[src/design/yuva_pkg.sv]
package yuva_pkg;

  // field and register widths
  localparam int PIX_W      = 8;
  localparam int BRIGHT_W   = 9;
  localparam int GAIN_W     = 11;
  localparam int CENTRE_W   = 8;
  localparam int TRIG_W     = 16;
  localparam int OFFS_W     = 9;
  localparam int CFG_IDX_W  = 3;
  localparam int CFG_DATA_W = 16;

  // pipeline depth, input beat to output register
  localparam int STAGES = 5;

  // range limits
  localparam int LUMA_MIN    = 16;
  localparam int LUMA_MAX    = 240;
  localparam int CHROMA_LIM  = 112;
  localparam int CHROMA_BIAS = 128;

  typedef enum logic [CFG_IDX_W-1:0] {
    REG_BRIGHTNESS      = 3'd0,
    REG_CONTRAST_GAIN   = 3'd1,
    REG_CONTRAST_CENTRE = 3'd2,
    REG_SATURATION_GAIN = 3'd3,
    REG_HUE_COS         = 3'd4,
    REG_HUE_SIN         = 3'd5,
    REG_CB_OFFSET       = 3'd6,
    REG_CR_OFFSET       = 3'd7
  } yuva_reg_t;

  typedef struct packed {
    logic signed [BRIGHT_W-1:0] brightness;
    logic signed [GAIN_W-1:0]   contrast_gain;
    logic        [CENTRE_W-1:0] contrast_centre;
    logic signed [GAIN_W-1:0]   saturation_gain;
    logic signed [TRIG_W-1:0]   hue_cos;
    logic signed [TRIG_W-1:0]   hue_sin;
    logic signed [OFFS_W-1:0]   cb_offset;
    logic signed [OFFS_W-1:0]   cr_offset;
  } yuva_cfg_t;

  localparam yuva_cfg_t CFG_RESET = '{
    brightness:      9'sd0,
    contrast_gain:   11'sd256,
    contrast_centre: 8'd128,
    saturation_gain: 11'sd256,
    hue_cos:         16'sd16384,
    hue_sin:         16'sd0,
    cb_offset:       9'sd0,
    cr_offset:       9'sd0
  };

endpackage

[src/design/yuva_in_if.sv]
interface yuva_in_if;
  import yuva_pkg::*;

  logic             valid;
  logic             ready;
  logic [PIX_W-1:0] luma_in;
  logic [PIX_W-1:0] cb_in;
  logic [PIX_W-1:0] cr_in;
  logic             chroma_valid;

  modport source (output valid, output luma_in, output cb_in, output cr_in,
                  output chroma_valid, input ready);
  modport sink   (input valid, input luma_in, input cb_in, input cr_in,
                  input chroma_valid, output ready);
endinterface

[src/design/yuva_out_if.sv]
interface yuva_out_if;
  import yuva_pkg::*;

  logic             valid;
  logic             ready;
  logic [PIX_W-1:0] luma_out;
  logic [PIX_W-1:0] cb_out;
  logic [PIX_W-1:0] cr_out;
  logic             chroma_valid_out;

  modport source (output valid, output luma_out, output cb_out, output cr_out,
                  output chroma_valid_out, input ready);
  modport sink   (input valid, input luma_out, input cb_out, input cr_out,
                  input chroma_valid_out, output ready);
endinterface

[src/design/yuva_cfg_regs.sv]
module yuva_cfg_regs (
  input  logic                              clk,
  input  logic                              rst_n,
  input  logic                              cfg_we,
  input  logic [yuva_pkg::CFG_IDX_W-1:0]    cfg_idx,
  input  logic [yuva_pkg::CFG_DATA_W-1:0]   cfg_wdata,
  output yuva_pkg::yuva_cfg_t               cfg
);
  import yuva_pkg::*;

  yuva_cfg_t cfg_r, cfg_nxt;

  always_comb begin
    cfg_nxt = cfg_r;
    if (cfg_we) begin
      case (yuva_reg_t'(cfg_idx))
        REG_BRIGHTNESS:      cfg_nxt.brightness      = $signed(cfg_wdata[BRIGHT_W-1:0]);
        REG_CONTRAST_GAIN:   cfg_nxt.contrast_gain   = $signed(cfg_wdata[GAIN_W-1:0]);
        REG_CONTRAST_CENTRE: cfg_nxt.contrast_centre = cfg_wdata[CENTRE_W-1:0];
        REG_SATURATION_GAIN: cfg_nxt.saturation_gain = $signed(cfg_wdata[GAIN_W-1:0]);
        REG_HUE_COS:         cfg_nxt.hue_cos         = $signed(cfg_wdata[TRIG_W-1:0]);
        REG_HUE_SIN:         cfg_nxt.hue_sin         = $signed(cfg_wdata[TRIG_W-1:0]);
        REG_CB_OFFSET:       cfg_nxt.cb_offset       = $signed(cfg_wdata[OFFS_W-1:0]);
        REG_CR_OFFSET:       cfg_nxt.cr_offset       = $signed(cfg_wdata[OFFS_W-1:0]);
        default:             cfg_nxt = cfg_r;
      endcase
    end
  end

  always_ff @(posedge clk) begin
    if (!rst_n) begin
      cfg_r <= CFG_RESET;
    end else begin
      cfg_r <= cfg_nxt;
    end
  end

  assign cfg = cfg_r;
endmodule

[src/design/yuva_luma_path.sv]
module yuva_luma_path #(
  parameter int GAIN_FRAC_BITS = 8
) (
  input  logic                              clk,
  input  logic [yuva_pkg::STAGES-1:0]       en,
  input  yuva_pkg::yuva_cfg_t               cfg,
  input  logic [yuva_pkg::PIX_W-1:0]        luma_in,
  output logic [yuva_pkg::PIX_W-1:0]        luma_out
);
  import yuva_pkg::*;

  localparam int DY_W   = PIX_W + 1;
  localparam int BIAS_W = CENTRE_W + 2;
  localparam int PROD_W = DY_W + GAIN_W;
  localparam int ACC_W  = ((PROD_W > BIAS_W + GAIN_FRAC_BITS) ?
                           PROD_W : BIAS_W + GAIN_FRAC_BITS) + 1;
  localparam int FLR_W  = ACC_W - GAIN_FRAC_BITS;

  logic signed [DY_W-1:0]   dy_r,   dy_nxt;
  logic signed [BIAS_W-1:0] bias1_r, bias1_nxt;
  logic signed [PROD_W-1:0] prod_r, prod_nxt;
  logic signed [BIAS_W-1:0] bias2_r;
  logic signed [ACC_W-1:0]  acc_r,  acc_nxt;
  logic signed [ACC_W-1:0]  bias_sh;
  logic signed [FLR_W-1:0]  flr;
  logic [PIX_W-1:0]         lum4_r, lum4_nxt;
  logic [PIX_W-1:0]         lum5_r;

  // stage 1: offset from the centre, integer bias
  always_comb begin
    dy_nxt    = $signed({1'b0, luma_in}) - $signed({1'b0, cfg.contrast_centre});
    bias1_nxt = BIAS_W'($signed(cfg.brightness))
              + BIAS_W'($signed({1'b0, cfg.contrast_centre}));
  end

  // stage 2: contrast product
  assign prod_nxt = PROD_W'(dy_r) * PROD_W'($signed(cfg.contrast_gain));

  // stage 3: add bias at gain scale
  always_comb begin
    bias_sh = ACC_W'(bias2_r) <<< GAIN_FRAC_BITS;
    acc_nxt = ACC_W'(prod_r) + bias_sh;
  end

  // stage 4: floor, clamp to video range
  always_comb begin
    flr = $signed(acc_r[ACC_W-1:GAIN_FRAC_BITS]);
    if (flr < FLR_W'(LUMA_MIN)) begin
      lum4_nxt = PIX_W'(LUMA_MIN);
    end else if (flr > FLR_W'(LUMA_MAX)) begin
      lum4_nxt = PIX_W'(LUMA_MAX);
    end else begin
      lum4_nxt = flr[PIX_W-1:0];
    end
  end

  always_ff @(posedge clk) begin
    if (en[0]) begin
      dy_r    <= dy_nxt;
      bias1_r <= bias1_nxt;
    end
    if (en[1]) begin
      prod_r  <= prod_nxt;
      bias2_r <= bias1_r;
    end
    if (en[2]) begin
      acc_r <= acc_nxt;
    end
    if (en[3]) begin
      lum4_r <= lum4_nxt;
    end
    if (en[4]) begin
      lum5_r <= lum4_r;
    end
  end

  assign luma_out = lum5_r;
endmodule

[src/design/yuva_chroma_path.sv]
module yuva_chroma_path #(
  parameter int GAIN_FRAC_BITS = 8,
  parameter int TRIG_FRAC_BITS = 14
) (
  input  logic                              clk,
  input  logic [yuva_pkg::STAGES-1:0]       en,
  input  yuva_pkg::yuva_cfg_t               cfg,
  input  logic [yuva_pkg::PIX_W-1:0]        cb_in,
  input  logic [yuva_pkg::PIX_W-1:0]        cr_in,
  input  logic                              chroma_valid,
  output logic [yuva_pkg::PIX_W-1:0]        cb_out,
  output logic [yuva_pkg::PIX_W-1:0]        cr_out,
  output logic                              chroma_valid_out
);
  import yuva_pkg::*;

  localparam int SH    = GAIN_FRAC_BITS + TRIG_FRAC_BITS;
  localparam int C_W   = PIX_W + 1;
  localparam int P_W   = TRIG_W + C_W;
  localparam int R_W   = P_W + 1;
  localparam int A_W   = GAIN_W + R_W;
  localparam int SUM_W = ((A_W > OFFS_W + SH) ? A_W : OFFS_W + SH) + 1;
  localparam int FLR_W = SUM_W - SH;
  localparam int PASS  = STAGES - 1;

  logic signed [C_W-1:0] u_r, u_nxt, v_r, v_nxt;
  logic signed [P_W-1:0] cu_r, sv_r, su_r, cv_r;
  logic signed [R_W-1:0] ru_r, ru_nxt, rv_r, rv_nxt;
  logic signed [A_W-1:0] au_r, av_r;
  logic signed [SUM_W-1:0] su_sum, sv_sum;
  logic signed [FLR_W-1:0] fu, fv;
  logic [PIX_W-1:0] cb_nxt, cr_nxt;
  logic [PIX_W-1:0] cb_out_r, cr_out_r;
  logic             cvo_r;

  // raw samples and flag ride along for the pass-through case
  logic [PIX_W-1:0] cb_d_r [PASS];
  logic [PIX_W-1:0] cr_d_r [PASS];
  logic             flg_d_r [PASS];

  function automatic logic [PIX_W-1:0] clamp_bias(logic signed [FLR_W-1:0] f);
    logic [PIX_W-1:0] res;
    if (f < -FLR_W'(CHROMA_LIM)) begin
      res = PIX_W'(CHROMA_BIAS - CHROMA_LIM);
    end else if (f > FLR_W'(CHROMA_LIM)) begin
      res = PIX_W'(CHROMA_BIAS + CHROMA_LIM);
    end else begin
      res = f[PIX_W-1:0] + PIX_W'(CHROMA_BIAS);
    end
    return res;
  endfunction

  // stage 1: remove bias
  always_comb begin
    u_nxt = $signed({1'b0, cb_in}) - C_W'(CHROMA_BIAS);
    v_nxt = $signed({1'b0, cr_in}) - C_W'(CHROMA_BIAS);
  end

  // stage 3: rotation sums
  always_comb begin
    ru_nxt = R_W'(cu_r) - R_W'(sv_r);
    rv_nxt = R_W'(su_r) + R_W'(cv_r);
  end

  // stage 5: offset, floor, clamp, re-bias
  always_comb begin
    su_sum = SUM_W'(au_r) + (SUM_W'($signed(cfg.cb_offset)) <<< SH);
    sv_sum = SUM_W'(av_r) + (SUM_W'($signed(cfg.cr_offset)) <<< SH);
    fu     = $signed(su_sum[SUM_W-1:SH]);
    fv     = $signed(sv_sum[SUM_W-1:SH]);
    if (flg_d_r[PASS-1]) begin
      cb_nxt = clamp_bias(fu);
      cr_nxt = clamp_bias(fv);
    end else begin
      cb_nxt = cb_d_r[PASS-1];
      cr_nxt = cr_d_r[PASS-1];
    end
  end

  always_ff @(posedge clk) begin
    if (en[0]) begin
      u_r <= u_nxt;
      v_r <= v_nxt;
    end
    if (en[1]) begin
      cu_r <= P_W'($signed(cfg.hue_cos)) * P_W'(u_r);
      sv_r <= P_W'($signed(cfg.hue_sin)) * P_W'(v_r);
      su_r <= P_W'($signed(cfg.hue_sin)) * P_W'(u_r);
      cv_r <= P_W'($signed(cfg.hue_cos)) * P_W'(v_r);
    end
    if (en[2]) begin
      ru_r <= ru_nxt;
      rv_r <= rv_nxt;
    end
    if (en[3]) begin
      au_r <= A_W'($signed(cfg.saturation_gain)) * A_W'(ru_r);
      av_r <= A_W'($signed(cfg.saturation_gain)) * A_W'(rv_r);
    end
    if (en[4]) begin
      cb_out_r <= cb_nxt;
      cr_out_r <= cr_nxt;
      cvo_r    <= flg_d_r[PASS-1];
    end
  end

  always_ff @(posedge clk) begin
    for (int k = 0; k < PASS; k++) begin
      if (en[k]) begin
        if (k == 0) begin
          cb_d_r[k]  <= cb_in;
          cr_d_r[k]  <= cr_in;
          flg_d_r[k] <= chroma_valid;
        end else begin
          cb_d_r[k]  <= cb_d_r[k-1];
          cr_d_r[k]  <= cr_d_r[k-1];
          flg_d_r[k] <= flg_d_r[k-1];
        end
      end
    end
  end

  assign cb_out           = cb_out_r;
  assign cr_out           = cr_out_r;
  assign chroma_valid_out = cvo_r;
endmodule

[src/design/yuv_proc_amp_top.sv]
// Video proc amp: brightness/contrast on luma, hue rotation, saturation
// and offsets on the Cb/Cr pair, with clamping to the 16..240 video range.
//
// Channels: in_if carries one pixel per beat (luma, Cb, Cr, chroma_valid);
// out_if returns one adjusted pixel per beat, in order. Both use valid/ready.
// Pixels without chroma_valid get luma adjusted and Cb/Cr passed unchanged.
// cfg_we/cfg_idx/cfg_wdata write the control registers, one per cycle;
// write them only while no pixel is in flight.
//
// Pipeline from input beat to output beat: prep, four products, rotation
// sum, saturation product, offset/clamp into the output register.
// Throughput, out_if ready: one pixel per cycle; multipliers fully pipelined.
//
// Reset (rst_n low, synchronous) empties the pipe and loads the default
// registers: unity contrast and saturation, zero hue, zero offsets.
// When out_if stalls, each stage holds its beat; empty stages still fill, so
// in_if.ready only drops once all five stages hold a pixel.
module yuv_proc_amp_top #(
  parameter int GAIN_FRAC_BITS = 8,
  parameter int TRIG_FRAC_BITS = 14
) (
  input  logic                              clk,
  input  logic                              rst_n,
  yuva_in_if.sink                           in_if,
  yuva_out_if.source                        out_if,
  input  logic                              cfg_we,
  input  logic [yuva_pkg::CFG_IDX_W-1:0]    cfg_idx,
  input  logic [yuva_pkg::CFG_DATA_W-1:0]   cfg_wdata
);
  import yuva_pkg::*;

  yuva_cfg_t         cfg;
  logic [STAGES-1:0] vld_r, vld_nxt;
  logic [STAGES-1:0] adv;

  yuva_cfg_regs u_cfg (
    .clk       (clk),
    .rst_n     (rst_n),
    .cfg_we    (cfg_we),
    .cfg_idx   (cfg_idx),
    .cfg_wdata (cfg_wdata),
    .cfg       (cfg)
  );

  // A stage loads when it is empty or its beat moves on downstream.
  always_comb begin
    adv[STAGES-1] = !vld_r[STAGES-1] || out_if.ready;
    for (int k = STAGES - 2; k >= 0; k--) begin
      adv[k] = !vld_r[k] || adv[k+1];
    end
  end

  always_comb begin
    vld_nxt = vld_r;
    if (adv[0]) begin
      vld_nxt[0] = in_if.valid;
    end
    for (int k = 1; k < STAGES; k++) begin
      if (adv[k]) begin
        vld_nxt[k] = vld_r[k-1];
      end
    end
  end

  always_ff @(posedge clk) begin
    if (!rst_n) begin
      vld_r <= '0;
    end else begin
      vld_r <= vld_nxt;
    end
  end

  assign in_if.ready  = adv[0];
  assign out_if.valid = vld_r[STAGES-1];

  yuva_luma_path #(
    .GAIN_FRAC_BITS (GAIN_FRAC_BITS)
  ) u_luma (
    .clk      (clk),
    .en       (adv),
    .cfg      (cfg),
    .luma_in  (in_if.luma_in),
    .luma_out (out_if.luma_out)
  );

  yuva_chroma_path #(
    .GAIN_FRAC_BITS (GAIN_FRAC_BITS),
    .TRIG_FRAC_BITS (TRIG_FRAC_BITS)
  ) u_chroma (
    .clk              (clk),
    .en               (adv),
    .cfg              (cfg),
    .cb_in            (in_if.cb_in),
    .cr_in            (in_if.cr_in),
    .chroma_valid     (in_if.chroma_valid),
    .cb_out           (out_if.cb_out),
    .cr_out           (out_if.cr_out),
    .chroma_valid_out (out_if.chroma_valid_out)
  );

  // input beat lands in the first stage
  a_in_capture: assert property (@(posedge clk) disable iff (!rst_n)
    (in_if.valid && in_if.ready) |=> vld_r[0])
    else $error("accepted beat missing from first stage");

  // back-pressure to the source only with a full pipe
  a_ready_full: assert property (@(posedge clk) disable iff (!rst_n)
    !in_if.ready |-> (&vld_r))
    else $error("input stalled with an empty stage");

  // a stalled result is never dropped
  a_out_hold: assert property (@(posedge clk) disable iff (!rst_n)
    (out_if.valid && !out_if.ready) |=> out_if.valid)
    else $error("stalled result lost");

  // register write lands
  a_cfg_write: assert property (@(posedge clk) disable iff (!rst_n)
    (cfg_we && (cfg_idx == REG_HUE_COS)) |=>
      (cfg.hue_cos == $signed($past(cfg_wdata[TRIG_W-1:0]))))
    else $error("hue cosine write not taken");
endmodule

[src/flat_wrapper.sv]
// flat-port wrapper written by rule: the top's interface ports become plain ports
module yuv_proc_amp_top_flat import yuva_pkg::*;
#(
  parameter int GAIN_FRAC_BITS = 8,
  parameter int TRIG_FRAC_BITS = 14
)
  (clk, rst_n, cfg_we, cfg_idx, cfg_wdata, in_if_valid, in_if_luma_in, in_if_cb_in, in_if_cr_in, in_if_chroma_valid, in_if_ready, out_if_valid, out_if_luma_out, out_if_cb_out, out_if_cr_out, out_if_chroma_valid_out, out_if_ready);
  yuva_in_if in_if_i ();
  yuva_out_if out_if_i ();
  input  logic clk;
  input  logic rst_n;
  input  logic cfg_we;
  input  logic [yuva_pkg::CFG_IDX_W-1:0] cfg_idx;
  input  logic [yuva_pkg::CFG_DATA_W-1:0] cfg_wdata;
  input wire logic [$bits(in_if_i.valid)-1:0] in_if_valid;
  input wire logic [$bits(in_if_i.luma_in)-1:0] in_if_luma_in;
  input wire logic [$bits(in_if_i.cb_in)-1:0] in_if_cb_in;
  input wire logic [$bits(in_if_i.cr_in)-1:0] in_if_cr_in;
  input wire logic [$bits(in_if_i.chroma_valid)-1:0] in_if_chroma_valid;
  output wire logic [$bits(in_if_i.ready)-1:0] in_if_ready;
  output wire logic [$bits(out_if_i.valid)-1:0] out_if_valid;
  output wire logic [$bits(out_if_i.luma_out)-1:0] out_if_luma_out;
  output wire logic [$bits(out_if_i.cb_out)-1:0] out_if_cb_out;
  output wire logic [$bits(out_if_i.cr_out)-1:0] out_if_cr_out;
  output wire logic [$bits(out_if_i.chroma_valid_out)-1:0] out_if_chroma_valid_out;
  input wire logic [$bits(out_if_i.ready)-1:0] out_if_ready;
  assign in_if_i.valid = in_if_valid;
  assign in_if_i.luma_in = in_if_luma_in;
  assign in_if_i.cb_in = in_if_cb_in;
  assign in_if_i.cr_in = in_if_cr_in;
  assign in_if_i.chroma_valid = in_if_chroma_valid;
  assign in_if_ready = in_if_i.ready;
  assign out_if_valid = out_if_i.valid;
  assign out_if_luma_out = out_if_i.luma_out;
  assign out_if_cb_out = out_if_i.cb_out;
  assign out_if_cr_out = out_if_i.cr_out;
  assign out_if_chroma_valid_out = out_if_i.chroma_valid_out;
  assign out_if_i.ready = out_if_ready;
  yuv_proc_amp_top #(.GAIN_FRAC_BITS(GAIN_FRAC_BITS), .TRIG_FRAC_BITS(TRIG_FRAC_BITS)) u_core (.clk(clk), .rst_n(rst_n), .in_if(in_if_i), .out_if(out_if_i), .cfg_we(cfg_we), .cfg_idx(cfg_idx), .cfg_wdata(cfg_wdata));
endmodule
[config.mk]
export PLATFORM = sky130hd
export DESIGN_NAME = yuv_proc_amp_top_flat
export DESIGN_NICKNAME = d
export VERILOG_FILES = /design/src/design/yuva_pkg.sv /design/src/design/yuva_in_if.sv /design/src/design/yuva_out_if.sv /design/src/design/yuva_cfg_regs.sv /design/src/design/yuva_luma_path.sv /design/src/design/yuva_chroma_path.sv /design/src/design/yuv_proc_amp_top.sv /design/src/flat_wrapper.sv
export SDC_FILE = /design/constraint.sdc
export NUM_CORES = 2
export LEC_CHECK = 0
export BUFFER_PORTS_ARGS = -buffer_cell sky130_fd_sc_hd__buf_4
export CORE_MARGIN = 2
export CORE_UTILIZATION = 60
export DETAILED_ROUTE_END_ITERATION = 10
export PLACE_DENSITY = 0.77
export SLEW_MARGIN = 10
export SYNTH_ARGS = -nofsm -noshare
export SYNTH_HDL_FRONTEND = slang
export SYNTH_SLANG_ARGS = --single-unit
[constraint.sdc]
create_clock -name clk -period 7.05 [get_ports clk]
set_input_delay 0.3525 -clock clk [delete_from_list [all_inputs] [get_ports clk]]
set_output_delay 0.3525 -clock clk [all_outputs]
set_load 0.005 [all_outputs]
### Word-level counts from Yosys, hierarchy flattened

Memories as Yosys holds them, arrays and structs flattened.
Index checks and enable logic that the tools add are counted.
Widths: inputs -> output; s select.

* register bits after elaboration: 441
* RAM bits: 68
* output and inout bits: 27
* logic and storage cells: 103
* memories kept: 3

* add/sub/neg operators: 11
* $mul: 7
* magnitude comparators: 6
* equal/unequal tests: 7
* mux-type cells: 15
* reductions and logical operators: 20

Memories
* u_core.u_chroma.cb_d_r: words 4, width 8, read ports 4, clocked after memory_dff 0, wr ports 4, line yuva_chroma_path.sv:37 `logic [PIX_W-1:0] cb_d_r [PASS];`
* u_core.u_chroma.cr_d_r: words 4, width 8, read ports 4, clocked after memory_dff 0, wr ports 4, line yuva_chroma_path.sv:38 `logic [PIX_W-1:0] cr_d_r [PASS];`
* u_core.u_chroma.flg_d_r: words 4, width 1, read ports 4, clocked after memory_dff 0, wr ports 4, line yuva_chroma_path.sv:39 `logic flg_d_r [PASS];`

Operators by type and width (count)
* $mul 16x9->25: 4
* $add 37x31->38: 2
* $mul 11x26->37: 2
* $mux 8: 7
* $gt 16x8->1 const B: 2
* $lt 16x8->1 const B: 2
* $add 25x25->26: 1
* $sub 25x25->26: 1
* $add 20x18->21: 1
* $mul 9x11->20: 1
* $sub 8x8->9 const B: 2
* $add 8x8->8 const B: 2
* $reduce_and 2->1: 8
* $gt 13x9->1 const B: 1
* $lt 13x6->1 const B: 1
* $eq 3x3->1 const B: 4
* $add 9x9->10: 1
* $sub 8x8->9: 1
* $mux 1: 8
* $eq 3x2->1 const B: 2
* $logic_not 1->1: 5
* $logic_or 1x1->1: 5
* $eq 3x1->1 const B: 1
* $logic_not 3->1: 1
* $reduce_or 2->1: 1

### Logic depth before layout (Yosys ltp)

* depth after elaboration: 8
* mapped depth: 24

### Hierarchy

A second synthesis with hierarchy kept.

* cells, all modules: 6179
* area total of the unflattened synthesis: 60919.7 um^2

Modules (own cells, without submodules)
* yuva_chroma_path: instances 1, cells an instance 5235, area an instance 50788.7 um^2, sequential area each 8077.7 um^2
* yuva_luma_path: instances 1, cells an instance 604, area an instance 6642.6 um^2, sequential area each 2102.0 um^2
* yuva_cfg_regs: instances 1, cells an instance 318, area an instance 3285.7 um^2, sequential area each 1781.7 um^2
* yuv_proc_amp_top: instances 1, cells an instance 22, area an instance 202.7 um^2, sequential area each 100.1 um^2

### Worst setup path after synthesis

Ideal clock, no wire load.

* path kind: register -> register
* start: register u_core.u_chroma.v_r[7]
* end: register u_core.u_chroma.cv_r[23] (data pin)
* setup time: 0.262 ns
* arrival: 5.862 ns
* setup slack: 0.925 ns
* stages on the path, launching flop included: 21
* cells stage by stage: edfxtp_1 -> clkbuf_1 -> clkbuf_1 -> clkbuf_1 -> nand2_1 -> fa_1 -> fa_1 -> fa_1 -> inv_1 -> fa_1 -> fa_1 -> ha_1 -> a21oi_1 -> o21ai_0 -> o221ai_1 -> nand4b_1 -> a31oi_1 -> and4_1 -> a2111oi_0 -> a21oi_1 -> xor2_1

* cells in the longest elaborated chain, start to end: 1

RTL lines
* from (decl): line yuva_chroma_path.sv:26 `logic signed [C_W-1:0] u_r, u_nxt, v_r, v_nxt;`
* from (signal assigned): line yuva_chroma_path.sv:83 `v_r <= v_nxt;`
* $mul 16x9->25: line yuva_chroma_path.sv:89 `cv_r <= P_W'($signed(cfg.hue_cos)) * P_W'(v_r);`
* to (signal assigned): line yuva_chroma_path.sv:89
* to (decl): line yuva_chroma_path.sv:27 `logic signed [P_W-1:0] cu_r, sv_r, su_r, cv_r;`

No other way between the ends.
A chain may end at the register's enable or synchronous reset.

### Final worst setup path

* start: register u_core.u_chroma.u_r[0]
* end: register u_core.u_chroma.cu_r[23] (data pin)

* cells in the longest elaborated chain, start to end: 1

RTL lines
* from (decl): line yuva_chroma_path.sv:26
* from (signal assigned): line yuva_chroma_path.sv:82 `u_r <= u_nxt;`
* $mul 16x9->25: line yuva_chroma_path.sv:86 `cu_r <= P_W'($signed(cfg.hue_cos)) * P_W'(u_r);`
* to (signal assigned): line yuva_chroma_path.sv:86
* to (decl): line yuva_chroma_path.sv:27

No other way between the ends.

==> flow_summary_export.csv <==
group,metric,value,unit
clocking,ctsHtreeMaxLevel,2,
grt,grt_pass1_wl,235000,um
clocking,ctsRootBufferMaster,"clkbuf_16",
clocking,path_clk_slew,0.07,ns
cells_and_area,final_area,64200,um^2
power_and_ir_drop,power_density,210,nW/um^2
worst_setup_path,end_kind,"flop",
timing,drv_slew,0,
power_and_ir_drop,switching_share,42.3,%
worst_setup_path,crit_type,"reg2reg",
synthesis,yosys_register_bits,433,
die,placementRows,116,
die,die_height,321,um
die,dieArea,103000,um^2
synthesis,ys.warnings.count,0,
cells_and_area,drive_above_1_share,4.84,%
timing,slew_headroom,17.4,%
die,ios,76,
placed_design,pre_cts_slack,0.0574,ns
timing,rsz0062_at_grt,"false",
timing,period_needed,6.76,ns
timing,finalCritPeriodShare,95.9,%
route,drt-wirelength-per-cell,19.1,um
timing,fmax,0.148,GHz
power_and_ir_drop,ir_worst_vdd,290,uV
clocking,cts_tree,"built",
synthesis,yosysSeqAreaShare,20.0,%
route,post_drt_via_cell_ratio,5.57,
timing,worst_slack,0.288,ns
worst_setup_path,critPathMostFrequentCell,"fa_1",
die,initial_core_util,60.3,%
worst_setup_path,arrival,7.16,ns
grt,grt_use_total,29.0,%
clocking,clockBufferDepth,3,
cells_and_area,nets,7773,
cells_and_area,area_growth,6.53,%
worst_setup_path,cpMaxStageDelayCell,"edfxtp_1",
placed_design,gp_congestion,0.932,
power_and_ir_drop,pwr-share-seq,32.3,%
synthesis,synth_area,60200,um^2
timing,clock_skew,0.0534,ns
power_and_ir_drop,comb_power_share,47.7,%
clocking,cts.sinks,433,
grt,grt_max_degree,95,
hold_path,min_path_type,"in2reg",
placed_design,io_buffers,75,
worst_setup_path,cpPeakStageDelay,0.91,ns
grt,globalRouteOverflowTotal,0,
power_and_ir_drop,cellLeakagePower,30.7,nW
synthesis,synth_top_area_share,35.6,%
job,cap_violations,0,
clocking,clkLatencyLatePin,0.66,ns
worst_setup_path,setup.worst_path.start_class,"flop",
synthesis,synth-edff-count,339,
worst_setup_path,critPathRequiredTime,7.45,ns
worst_setup_path,path_cells,"nand2_1, fa_1, fa_1, inv_1, ha_1, inv_1, fa_1, inv_1, ha_1, ha_1, fa_1, a21o_1, a21oi_1, o21bai_1, a211oi_1, o31ai_1, o21ai_0, nor2_1, or3_1, a21oi_1, xnor2_1",
route,num_vias,41700,
cells_and_area,post-route-util,64.3,%
grt,antenna_found_initial,7,
synthesis,synth_area_leaders,"fa_1, edfxtp_1, ha_1",
power_and_ir_drop,p_sw,0.00569,W
worst_setup_path,critPathMaxFanout,11,
route,drt_iter0_drc,2734,
synthesis,syn_inst,6176,
route,ant_nets,0,
timing,hold_viol,0,
clocking,cts_buffers,49,
synthesis,syn_avg_cell_area,9.75,um^2
route,route.detailed.drc,0,
route,firstDrtPassIters,5,
power_and_ir_drop,power_frac_clock,20.0,%
die,core,99900,um^2
die,die_x,321,um
timing,fin_setup_tns,0,ns
synthesis,ys.flop_type,"edfxtp_1",
synthesis,synth_top_area_cell,"fa_1",
power_and_ir_drop,finalPower,0.0134,W
grt,grt_pass1_vias,44500,
synthesis,ys_async_sr_fraction,0,%
placed_design,dpl_cell_area,62200,um^2
timing,final-setup-viol-count,0,
synthesis,synth_nets,7794,
synthesis,ys_types,73,
power_and_ir_drop,intPower,0.00776,W
route,wl,143000,um
timing,worst_pin_slew,1.23,ns
placed_design,dpl.hpwl,113000,um
status,outcome,"completed",
final timing paths:
| kind | to | start | slack [ns] | cells past startpoint |
|---|---|---|---|---|
| min reg2reg | u_core.u_chroma.cb_d_r[2][7] | u_core.u_chroma.cb_d_r[1][7] | 0.42 | 0 |
| max reg2reg | u_core.u_chroma.cu_r[23] | u_core.u_chroma.u_r[0] | 0.29 | 21 |
| min | u_core.u_cfg.cfg[49] | cfg_wdata[15] | 0.02 | 3 |
| max | u_core.u_chroma.cu_r[23] | u_core.u_chroma.u_r[0] | 0.29 | 21 |
state kept, by name (all words and copies together) (netlist names), 4 cells and up:
register / flops
u_core.u_chroma.cb_d_r: 25
u_core.u_chroma.rv_r: 26
u_core.u_chroma.av_r: 15
u_core.u_chroma.cu_r: 25
u_core.u_chroma.au_r: 15
u_core.u_cfg.cfg: 89
u_core.u_chroma.cv_r: 25
u_core.u_luma.prod_r: 12
u_core.u_luma.bias2_r: 10
u_core.u_chroma.cr_out: 8
u_core.u_luma.lum4_r: 8
u_core.u_luma.luma_out: 8
u_core.u_chroma.ru_r: 26
u_core.u_chroma.sv_r: 25
u_core.u_luma.dy_r: 9
u_core.u_luma.acc_r: 13
u_core.u_chroma.v_r: 8
u_core.u_chroma.u_r: 8
u_core.u_chroma.cr_d_r: 25
u_core.u_luma.bias1_r: 10
u_core.vld_r: 5
u_core.u_chroma.su_r: 25
u_core.u_chroma.cb_out: 8
u_core.u_chroma.flg_d_r: 4
synthesized netlist by cell type (15+ instances only):
master    number
nor2b_1       69
ha_1         499
inv_1       1254
a211oi_1      23
nand2b_1      77
a21o_1        65
xor2_1        46
a21oi_1      136
dfxtp_1       94
and3_1        31
nand3_1       42
xnor2_1      196
fa_1        1070
a21boi_0      89
edfxtp_1     339
nand2_1      867
a31oi_1       15
nor2_1       166
nor3_1        30
o21a_1        26
clkbuf_1     265
and2_1       510
o21ai_0       90
cells by family (layout without fill, tap and decap cells):
group                    Yosys count  in the layout  synth area share (%)
flip-flops                       433            433                  20.0
buffers and inverters           1529           1549                  9.58
adder cells (fa/ha/maj)         1569           1569                  45.9
AO/OA/AOI/OAI                    550            550                  6.05
AND/OR/NAND/NOR                 1852           1852                  14.9
multiplexers                       1              1                0.0187
XOR/XNOR                         242            242                  3.52
other                              0              1                     0
critical path, delay by kind of cell, from the launching register on:
family / cells / cell delay, ns
xor+xnor: 1 / 0.08
fa+ha+maj: 7 / 2.78
compound gates: 7 / 1.91
flops: 1 / 0.91
simple gates: 3 / 0.67
buf+inv: 3 / 0.14
timing repair:
item,in CTS,in global routing
hold endpoints to repair,28,0
cloned,0,0
setup buffers,0,1
resized for setup,1,4
hold buffers,22,0
endpoints found under the setup margin,1,6
pin swaps,0,1
power by group through the flow:
stage,logic (W),registers [W],clock network (W)
final,0.00641,0.00434,0.00269
after global routing,0.00717,0.00438,0.00282
after CTS,0.00635,0.00431,0.00273
after detailed placement,0.00625,0.00435,0
after global placement,0.00607,0.00433,0
after floorplan,0.00484,0.00373,0
layout make-up:
| type | count | area, um^2 |
|---|---|---|
| antenna | 1 | 2.50 |
| clock buffer | 55 | 1270 |
| clock inverter | 37 | 425 |
| fill | 7863 | 35700 |
| inverter | 1255 | 4710 |
| multi-input combinational | 4214 | 42400 |
| sequential | 433 | 12100 |
| tap | 1298 | 1620 |
| timing repair buffer | 202 | 1630 |
per-stage QoR:
step	instances	hold slack [ns]
after floorplan	6176	0.400
after global placement	7379	0.400
after detailed placement	7379	0.405
after CTS	7493	0.00177
after global routing	7494	0.0262
final	7495	0.0183
metal layers:
layer / global-route usage, % / routed length (um)
met1: 38.8 / 58200
met2: 48.4 / 68400
met3: 4.00 / 10400
met4: 11.3 / 6380
met5: 0 / 34
layout by cell type, fill, tap and decap left out, types with 136 or more instances in the layout:
master	netlist	final
a21oi_1	136	136
and2_1	510	510
buf_4	8	174
edfxtp_1	339	339
fa_1	1070	1070
ha_1	499	499
inv_1	1254	1253
nand2_1	867	865
nor2_1	166	166
xnor2_1	196	196
Note: power is estimated with default switching activity, not from simulation.
